File: src/design/jnp_pkg.sv
`timescale 1ns / 1ps
`default_nettype none

package jnp_pkg;

    localparam int NUM_JACKS_DEF = 4;
    localparam int SENSE_W       = 4;
    localparam int MASK_W        = 4;
    localparam int PATTERN_W     = 32;
    localparam int THRESH_W      = 6;
    localparam int COUNT_W       = 6;
    localparam int POS_W         = 5;
    localparam int ADDR_W        = 2;

    localparam logic [POS_W-1:0]     WINDOW_LAST   = 5'd31;
    localparam logic [COUNT_W-1:0]   COUNT_MAX     = 6'd63;
    localparam logic [PATTERN_W-1:0] PATTERN_RESET = 32'hAAAA_AAAA;
    localparam logic [THRESH_W-1:0]  THRESH_RESET  = 6'd3;

    localparam logic [ADDR_W-1:0] REG_PATTERN     = 2'd0;
    localparam logic [ADDR_W-1:0] REG_THRESHOLD   = 2'd1;
    localparam logic [ADDR_W-1:0] REG_CALIBRATING = 2'd2;

    typedef struct packed {
        logic                enable;
        logic                window_end;
        logic                driven_bit;
        logic [THRESH_W-1:0] threshold;
    } lane_ctrl_t;

endpackage

`default_nettype wire

File: src/design/jnp_lane.sv
`timescale 1ns / 1ps
`default_nettype none

module jnp_lane
(
    input  wire                      clk,
    input  wire                      rst_n,
    input  wire jnp_pkg::lane_ctrl_t ctrl,
    input  wire                      sensed,
    output logic                     flag_next
);

    logic [jnp_pkg::COUNT_W-1:0] count_reg;
    logic [jnp_pkg::COUNT_W-1:0] count_next;
    logic [jnp_pkg::COUNT_W-1:0] count_sum;
    logic                        flag_reg;
    logic                        bump;

    always_comb
    begin
        bump       = ctrl.enable && (sensed != ctrl.driven_bit)
                     && (count_reg != jnp_pkg::COUNT_MAX);
        count_sum  = bump ? count_reg + jnp_pkg::COUNT_W'(1) : count_reg;
        count_next = count_sum;
        flag_next  = flag_reg;
        if (ctrl.enable && ctrl.window_end)
        begin
            flag_next  = count_sum > ctrl.threshold;
            count_next = '0;
        end
    end

    always_ff @(posedge clk or negedge rst_n)
    begin
        if (!rst_n)
        begin
            count_reg <= '0;
            flag_reg  <= 1'b0;
        end
        else
        begin
            count_reg <= count_next;
            flag_reg  <= flag_next;
        end
    end

endmodule

`default_nettype wire

File: src/design/jnp_merge.sv
`timescale 1ns / 1ps
`default_nettype none

module jnp_merge
#(
    parameter int NUM_JACKS = jnp_pkg::NUM_JACKS_DEF
)
(
    input  wire                         clk,
    input  wire                         rst_n,
    input  wire                         load,
    input  wire  [NUM_JACKS-1:0]        flags,
    input  wire                         probe_in,
    input  wire                         out_stall,
    output logic                        in_stall,
    output logic                        out_valid,
    output logic                        probe_level,
    output logic [jnp_pkg::MASK_W-1:0]  plugged_mask
);

    logic [jnp_pkg::MASK_W-1:0] mask_new;
    logic                       out_valid_reg;
    logic                       probe_reg;
    logic [jnp_pkg::MASK_W-1:0] mask_reg;
    logic                       skid_valid_reg;
    logic                       skid_probe_reg;
    logic [jnp_pkg::MASK_W-1:0] skid_mask_reg;
    logic                       out_fire;
    logic                       out_free;

    genvar j;
    generate
        for (j = 0; j < jnp_pkg::MASK_W; j++)
        begin : g_mask
            if (j < NUM_JACKS)
            begin : g_on
                assign mask_new[j] = flags[j];
            end
            else
            begin : g_off
                assign mask_new[j] = 1'b0;
            end
        end
    endgenerate

    assign out_fire = out_valid_reg && !out_stall;
    assign out_free = !out_valid_reg || out_fire;

    always_ff @(posedge clk or negedge rst_n)
    begin
        if (!rst_n)
        begin
            out_valid_reg  <= 1'b0;
            skid_valid_reg <= 1'b0;
        end
        else
        begin
            if (skid_valid_reg)
            begin
                if (out_fire)
                begin
                    skid_valid_reg <= 1'b0;
                end
            end
            else if (load)
            begin
                if (out_free)
                begin
                    out_valid_reg <= 1'b1;
                end
                else
                begin
                    skid_valid_reg <= 1'b1;
                end
            end
            else if (out_fire)
            begin
                out_valid_reg <= 1'b0;
            end
        end
    end

    // payload path
    always_ff @(posedge clk)
    begin
        if (skid_valid_reg)
        begin
            if (out_fire)
            begin
                probe_reg <= skid_probe_reg;
                mask_reg  <= skid_mask_reg;
            end
        end
        else if (load)
        begin
            if (out_free)
            begin
                probe_reg <= probe_in;
                mask_reg  <= mask_new;
            end
            else
            begin
                skid_probe_reg <= probe_in;
                skid_mask_reg  <= mask_new;
            end
        end
    end

    assign in_stall     = skid_valid_reg;
    assign out_valid    = out_valid_reg;
    assign probe_level  = probe_reg;
    assign plugged_mask = mask_reg;

endmodule

`default_nettype wire

File: src/design/jack_normalization_probe.sv
`timescale 1ns / 1ps
`default_nettype none

// Jack detection by normalization probe. Each input transfer is one tick carrying the
// sensed level of every jack; it returns one result: the probe level to drive for the
// next tick and the current plugged-in mask. One tick is taken every clock cycle unless
// in_stall is high; its result is registered in the output register, or in the skid
// register while the output is stalled. Results come from per-jack mismatch counters,
// one lane per jack, and an output register with one skid stage. Configuration writes
// take effect on the next tick; calibration freezes the window and drives the probe low.
module jack_normalization_probe
#(
    parameter int NUM_JACKS = jnp_pkg::NUM_JACKS_DEF
)
(
    input  wire                              clk,
    input  wire                              rst_n,
    input  wire                              cfg_wr_en,
    input  wire  [jnp_pkg::ADDR_W-1:0]       cfg_addr,
    input  wire  [jnp_pkg::PATTERN_W-1:0]    cfg_wdata,
    input  wire                              in_valid,
    output logic                             in_stall,
    input  wire  [jnp_pkg::SENSE_W-1:0]      sensed_bits,
    output logic                             out_valid,
    input  wire                              out_stall,
    output logic                             probe_level,
    output logic [jnp_pkg::MASK_W-1:0]       plugged_mask
);

    logic [jnp_pkg::PATTERN_W-1:0] pattern_reg;
    logic [jnp_pkg::THRESH_W-1:0]  threshold_reg;
    logic                          calibrating_reg;
    logic [jnp_pkg::POS_W-1:0]     pos_reg;
    logic [jnp_pkg::POS_W-1:0]     pos_next;
    logic                          driven_reg;
    logic                          driven_next;
    logic                          in_fire;
    logic                          window_end;
    logic [NUM_JACKS-1:0]          flags_next;
    jnp_pkg::lane_ctrl_t           lane_ctrl;

    assign in_fire    = in_valid && !in_stall;
    assign window_end = pos_reg == jnp_pkg::WINDOW_LAST;

    always_comb
    begin
        pos_next    = pos_reg;
        driven_next = driven_reg;
        if (in_fire)
        begin
            if (calibrating_reg)
            begin
                driven_next = 1'b0;
            end
            else
            begin
                pos_next    = window_end ? '0 : pos_reg + jnp_pkg::POS_W'(1);
                driven_next = pattern_reg[pos_next];
            end
        end
    end

    assign lane_ctrl.enable     = in_fire && !calibrating_reg;
    assign lane_ctrl.window_end = window_end;
    assign lane_ctrl.driven_bit = driven_reg;
    assign lane_ctrl.threshold  = threshold_reg;

    always_ff @(posedge clk or negedge rst_n)
    begin
        if (!rst_n)
        begin
            pattern_reg     <= jnp_pkg::PATTERN_RESET;
            threshold_reg   <= jnp_pkg::THRESH_RESET;
            calibrating_reg <= 1'b0;
            pos_reg         <= '0;
            driven_reg      <= 1'b0;
        end
        else
        begin
            pos_reg    <= pos_next;
            driven_reg <= driven_next;
            if (cfg_wr_en)
            begin
                unique case (cfg_addr)
                    jnp_pkg::REG_PATTERN:
                    begin
                        pattern_reg <= cfg_wdata;
                    end
                    jnp_pkg::REG_THRESHOLD:
                    begin
                        threshold_reg <= cfg_wdata[jnp_pkg::THRESH_W-1:0];
                    end
                    jnp_pkg::REG_CALIBRATING:
                    begin
                        calibrating_reg <= cfg_wdata[0];
                    end
                    default:
                    begin
                    end
                endcase
            end
        end
    end

    genvar j;
    generate
        for (j = 0; j < NUM_JACKS; j++)
        begin : g_lane
            logic sensed;
            if (j < jnp_pkg::SENSE_W)
            begin : g_pin
                assign sensed = sensed_bits[j];
            end
            else
            begin : g_nopin
                assign sensed = 1'b0;
            end

            jnp_lane u_lane
            (
                .clk       (clk),
                .rst_n     (rst_n),
                .ctrl      (lane_ctrl),
                .sensed    (sensed),
                .flag_next (flags_next[j])
            );
        end
    endgenerate

    jnp_merge
    #(
        .NUM_JACKS (NUM_JACKS)
    )
    u_merge
    (
        .clk          (clk),
        .rst_n        (rst_n),
        .load         (in_fire),
        .flags        (flags_next),
        .probe_in     (driven_next),
        .out_stall    (out_stall),
        .in_stall     (in_stall),
        .out_valid    (out_valid),
        .probe_level  (probe_level),
        .plugged_mask (plugged_mask)
    );

endmodule

`default_nettype wire

File: config.mk
export PLATFORM = sky130hd
export DESIGN_NAME = jack_normalization_probe
export DESIGN_NICKNAME = d
export VERILOG_FILES = /design/src/design/jnp_pkg.sv /design/src/design/jnp_lane.sv /design/src/design/jnp_merge.sv /design/src/design/jack_normalization_probe.sv
export SDC_FILE = /design/constraint.sdc
export NUM_CORES = 1
export LEC_CHECK = 0
export BUFFER_PORTS_ARGS = -buffer_cell sky130_fd_sc_hd__buf_2
export CAP_MARGIN = 15
export CORE_UTILIZATION = 59
export DETAILED_ROUTE_END_ITERATION = 7
export PLACE_DENSITY = 0.87
export SLEW_MARGIN = 20
export SYNTH_ARGS = -nofsm -noshare
export SYNTH_HDL_FRONTEND = slang
export SYNTH_HIERARCHICAL = 1
export SYNTH_SLANG_ARGS = --single-unit
File: constraint.sdc
create_clock -name clk -period 3.85 [get_ports clk]
set_clock_uncertainty 0.2 [all_clocks]
set_input_delay 1.155 -clock clk [delete_from_list [all_inputs] [get_ports clk]]
set_output_delay 1.155 -clock clk [all_outputs]
set_load 0.02 [all_outputs]
Word level (Yosys, flattened, before mapping)
Index checks and enable logic that the tools add are counted.
{"block": "totals", "out_inout_bits": 7, "reg_bits": 85, "word_cells": 105, "input_bits": 43}
{"block": "op_classes", "n_bitwise": 3, "n_mux": 32, "n_eq_ne": 13, "n_reduce_logical": 28, "n_lt_le_gt_ge": 5, "n_addsub": 5}
{"cell": "$mux W6", "n": 8}
{"cell": "$add A6 B1 Y6 const B", "n": 4}
{"cell": "$gt A6 B6 Y1", "n": 4}
{"cell": "$ne A6 B6 Y1 const B", "n": 4}
{"cell": "$mux W1", "n": 18}
{"cell": "$mux W4", "n": 4}
{"cell": "$logic_and A1 B1 Y1", "n": 12}
{"cell": "$reduce_and A3 Y1", "n": 3}
{"cell": "$reduce_and A2 Y1", "n": 4}
{"cell": "$lt A5 B6 Y1 const B", "n": 1}
{"cell": "$reduce_bool A2 Y1", "n": 3}
{"cell": "$add A5 B1 Y5 const B", "n": 1}
{"cell": "$bmux W1 S5", "n": 1}
{"cell": "$eq A5 B5 Y1 const B", "n": 1}
{"cell": "$mux W5", "n": 1}
{"cell": "$logic_not A1 Y1", "n": 4}
{"cell": "$ne A1 B1 Y1", "n": 4}
{"cell": "$not A1 Y1", "n": 3}
{"cell": "$eq A2 B1 Y1 const B", "n": 1}
{"cell": "$eq A2 B2 Y1 const B", "n": 1}
{"cell": "$logic_not A2 Y1", "n": 1}
{"cell": "$ne A2 B1 Y1 const B", "n": 1}
{"cell": "$ne A2 B2 Y1 const B", "n": 1}
{"cell": "$logic_or A1 B1 Y1", "n": 1}

Depth between registers and ports, before layout
{"block": "depth", "depth_word": 11, "ltp_mapped": 14, "depth_no_buf": 13}

Modules after synthesis
The synthesis kept the hierarchy.
{"module": "jnp_lane", "cells_per_inst": 58, "n_inst": 4, "seq_area_each_um2": 175.2, "area_each_um2": 538.0}
{"module": "jack_normalization_probe", "cells_per_inst": 139, "n_inst": 1, "seq_area_each_um2": 1148.6, "area_each_um2": 2094.5}
{"module": "jnp_merge", "cells_per_inst": 28, "n_inst": 1, "seq_area_each_um2": 350.3, "area_each_um2": 495.5}

Worst setup path after synthesis
OpenSTA, ideal clock, no wires.
{"block": "synth_timing", "path_kind": "input-to-reg", "startpoint": "input in_valid", "endpoint": "register u_merge.mask_reg, in the netlist u_merge/plugged_mask[0], data pin", "setup_slack_ns": -0.164, "t_arrival_ns": 3.553, "setup_time_ns": 0.260, "required_time_ns": 3.390, "n_path_buf": 1, "path_stages": 14, "cell_sequence": "nand2b_1 -> inv_1 -> nand2b_1 -> buf_2 -> inv_1 -> o211ai_2 -> or3_1 -> nand2_1 -> ha_1 -> a21oi_1 -> nor2b_1 -> o21ai_0 -> a31oi_1 -> mux2_4"}
{"item": "start: declaration", "line_no": "jack_normalization_probe.sv:21", "rtl": "input wire in_valid,"}
{"item": "end signal: assignment", "line_no": "jnp_merge.sv:91", "rtl": "mask_reg <= skid_mask_reg;"}
{"item": "end signal: assignment", "line_no": "jnp_merge.sv:99", "rtl": "mask_reg <= mask_new;"}
{"item": "end: declaration", "line_no": "jnp_merge.sv:24", "rtl": "logic [jnp_pkg::MASK_W-1:0] mask_reg;"}

==> summary.md <==
The flow ran to the end, and the final reports show no timing, DRC or antenna violations. The logs give 8400 um^2 for the die footprint and 564 for the fill cell instance count of the final layout. The number of nets with antenna violations after routing is 0, and the overall die width is 91.65 um.

The die extent in y was 91.65 um. The total number of H-tree levels is 3, and the clock sink count is 85. Data on the critical path is required at its endpoint by 3.76 ns.

The data arrival time of the worst path was 3.55 ns; the number of vias per cell was 5.963. The initialized floorplan defines 32 standard-cell rows. Setup violations remaining at the end of the flow were counted as 0. Cell type with the highest occurrence count on the critical path: nand2b_1. TritonCTS built the clock tree. The total area inside the core boundary comes to 7767 um^2. Counting along the longest clock path gives a buffer depth of 2. Sorting the synthesized cells by how often they occur yields dfrtp_1 (57), mux2_2 (44), ha_1 (30). The worst hold path depth is 2, and the CTS clock-pin slew for the worst setup and hold paths is 0.08 ns. In the final layout, the share of cells above drive strength 1 is 33.48%. Power spread over the standard cell area amounts to 643.9 nW/um^2. The first-pass iteration count of the detailed router came out at 5. After the last flow step, the layout net total stands at 537. Worst hold-check path type: register to register.

The run gives 50 as the I/O pin count. Total global-route track usage: 25.91%. Launch point of the worst reg-to-reg path: pos_reg[0]. The repair_antennas step left the layout with diodes totalling 0. Traced cell by cell, the critical path runs through buf_2 > nand2b_1 > inv_1 > nand2b_1 > clkinvlp_4 > buf_12 > o211ai_2 > or3_1 > nand2_1 > ha_1 > a21oi_1 > nor2b_1 > o21ai_0 > a31oi_1 > mux2_4. After the first detailed-routing iteration, the DRC count stood at 217. After synthesis, the mean cell area works out to 11.88 um^2. The total wire length was 10,130 um; the aggregate global routing overflow was 0. Area occupied by registers: 2200 um^2.

After detailed routing, the number of remaining DRC violations is 0. In this run the most critical hold path is launched from pos_reg[4]. Entering global routing, the biggest net connects 45 pins.

The run gives 0 as the initial antenna violation count. Routed signal wires occupy layers up through met4. The analysis attributes to cell leakage a power of 2.517 nW. Summing the sequential cell areas from Yosys gives 46.39% of the chip area. The routed design could run at a clock period as short as 3.636 ns. Setup repair after global routing left no endpoint under its margin. For this run, the top clock speed supported by timing is 0.2750 GHz. The worst pin sits at a relative slew slack of 51.43%.

Nature of the critical path endpoint: a register. Reg-to-reg endpoint: u_merge/probe_level. The clock root buffer master is clkbuf_8. After detailed routing, the met3 layer carries 515 um of wire.

The mapped netlist covers 4742 um^2. In this run the worst path has a maximum fanout of 18. The run gives 0 as the max-slew violation count. For the number of global-route vias before repair, the log shows 3,450. The biggest area contributor in the post-synthesis netlist is dfrtp_1. The number of warnings reported in the yosys synthesis log was 6; the flip-flop count of the largest register, all copies and words added was 32. In this run the register-to-register setup slack is 0.61 ns.

Prevailing post-synth register cell: dfrtp_1. The cell count after synthesis came out at 399. The critical path is of the input pin to register type. The peak supply drop was 0.0003877 V; the final critical-path share of the clock period was 94.44%. Max-cap violations in this run came to 0. The post-synthesis async set-or-reset flop share was 88.24%; the total half-perimeter wirelength after legalization and detailed placement was 7170 um. The share of the synthesized area in the top cell type is 30.08%, and the total via count in the routed design is 3,405. The average wire per standard cell was 17.74 um.

The met1 wire length is 4354 um, and the number of buffers added to fix hold violations after cts is 0. The tools report the capture endpoint of the worst hold path as pos_reg[4]. The number of resized instances in the post-cts repair step is 0, and the worst-case reg-to-reg path depth is 6. Post-CTS setup-driven buffer insertion count: 0. The wire length of the first global-routing pass is 16,680 um, and the largest incremental delay on the critical path is 0.40 ns.

At the pin with the least slew margin, the transition time is 0.7286 ns. Counting flops with a built-in enable in the synthesized netlist gives 10. At the end of routability-driven placement, the weighted congestion stood at 0.8755.

The clock reaches the later pin of the worst-skew pair after 0.36 ns. For the routed length on met2, the log shows 5061 um. The layout-stage area growth over the synthesis result works out to 14.14%. Ranked by total cell area, the synthesized netlist is headed by dfrtp_1 (30%), mux2_2 (10%), dfstp_2 (10%). The TritonCTS buffer count is 9. Counting flops and latches in the post-synthesis netlist gives 85. The tools report the hold violation count in the final report as 0. By instance count, the leading cell after synthesis is dfrtp_1.

The cell with the largest stage delay on the worst path was or3_1. The launching element type of the critical path was an input pin. Total power for the finished layout comes to 3.485 mW. Worst hold margin: 0.3084 ns.

Synthesis produced a netlist with a net count of 472. The number of distinct library cells after synthesis is 39, and the total of buffers placed on input and output ports is 49. For this configuration, the core starts out at a cell density of 61.05%. In the final layout, the multi-input gates occupy 2396 um^2.
## cell usage in the layout (no fill, tap or decap), types with 9 or more instances in the layout
master	count
o21ai_0	11
nand2_1	26
and2_1	20
buf_2	49
nor2_1	11
clkbuf_8	9
inv_1	26
ha_1	30
mux2_2	44
nand4_1	11
nor2b_1	13
edfxtp_1	10
nand3_1	14
a21oi_1	18
buf_4	11
dfrtp_1	57
mux2i_1	9
dfstp_2	18
## metrics by stage
stage	std cells	TNS (ns)	instance area, um^2	worst slack [ns]	utilization (%)
floorplan	399	0	4746	0.05893	-
global placement	555	0	5196	0.02771	66.90
detailed placement	555	-0.2287	5196	-0.07297	66.90
CTS	571	0	5413	0.2468	69.68
global route	571	0	5413	0.03706	69.68
finish	571	0	5413	0.2140	69.68
## layout make-up
cell class / instances / share of cell area, %
timing repair buffer: 62 / 6.796
clock buffer: 10 / 2.751
inverter: 27 / 1.942
multi-input combinational: 279 / 44.27
clock inverter: 6 / 1.248
sequential: 85 / 40.64
tap: 102 / 2.358
## power breakdown
part           total, mW  internal (mW)  switching (mW)
Combinational       1.37          0.672           0.694
Clock              0.681          0.343           0.338
Sequential          1.44           1.18           0.257
Total               3.49           2.20            1.29
## logic make-up after synthesis
logic type / synth area share [%]
mux: 18.36
flops: 46.39
fa+ha+maj: 7.916
xor+xnor: 3.034
buf+inv: 3.219
compound gates: 7.256
simple gates: 13.83
## worst max path at each step
stage	slack [ns]	from	end	cells past startpoint
floorplan	0.06	in_valid	u_merge/plugged_mask[0]	14
global placement	0.03	in_valid	u_merge/plugged_mask[0]	15
detailed placement	-0.07	in_valid	u_merge/plugged_mask[3]	15
CTS	0.25	in_valid	u_merge/plugged_mask[3]	15
global route	0.04	in_valid	u_merge/plugged_mask[3]	15
finish	0.21	in_valid	u_merge/plugged_mask[3]	15
## metal layers
layer	vias to the layer above	track usage, %
li1	1576	-
met1	1695	34.04
met2	118	42.92
met3	16	3.980
met4	0	11.11
met5	-	0
## worst max-delay path, delay by kind of cell
| family | cells | cell delay [ns] |
|---|---|---|
| simple gates | 5 | 0.75 |
| compound gates | 4 | 0.59 |
| fa+ha+maj | 1 | 0.26 |
| buf+inv | 4 | 0.48 |
| mux | 1 | 0.29 |
No activity file was read; power rests on OpenSTA's default activity.
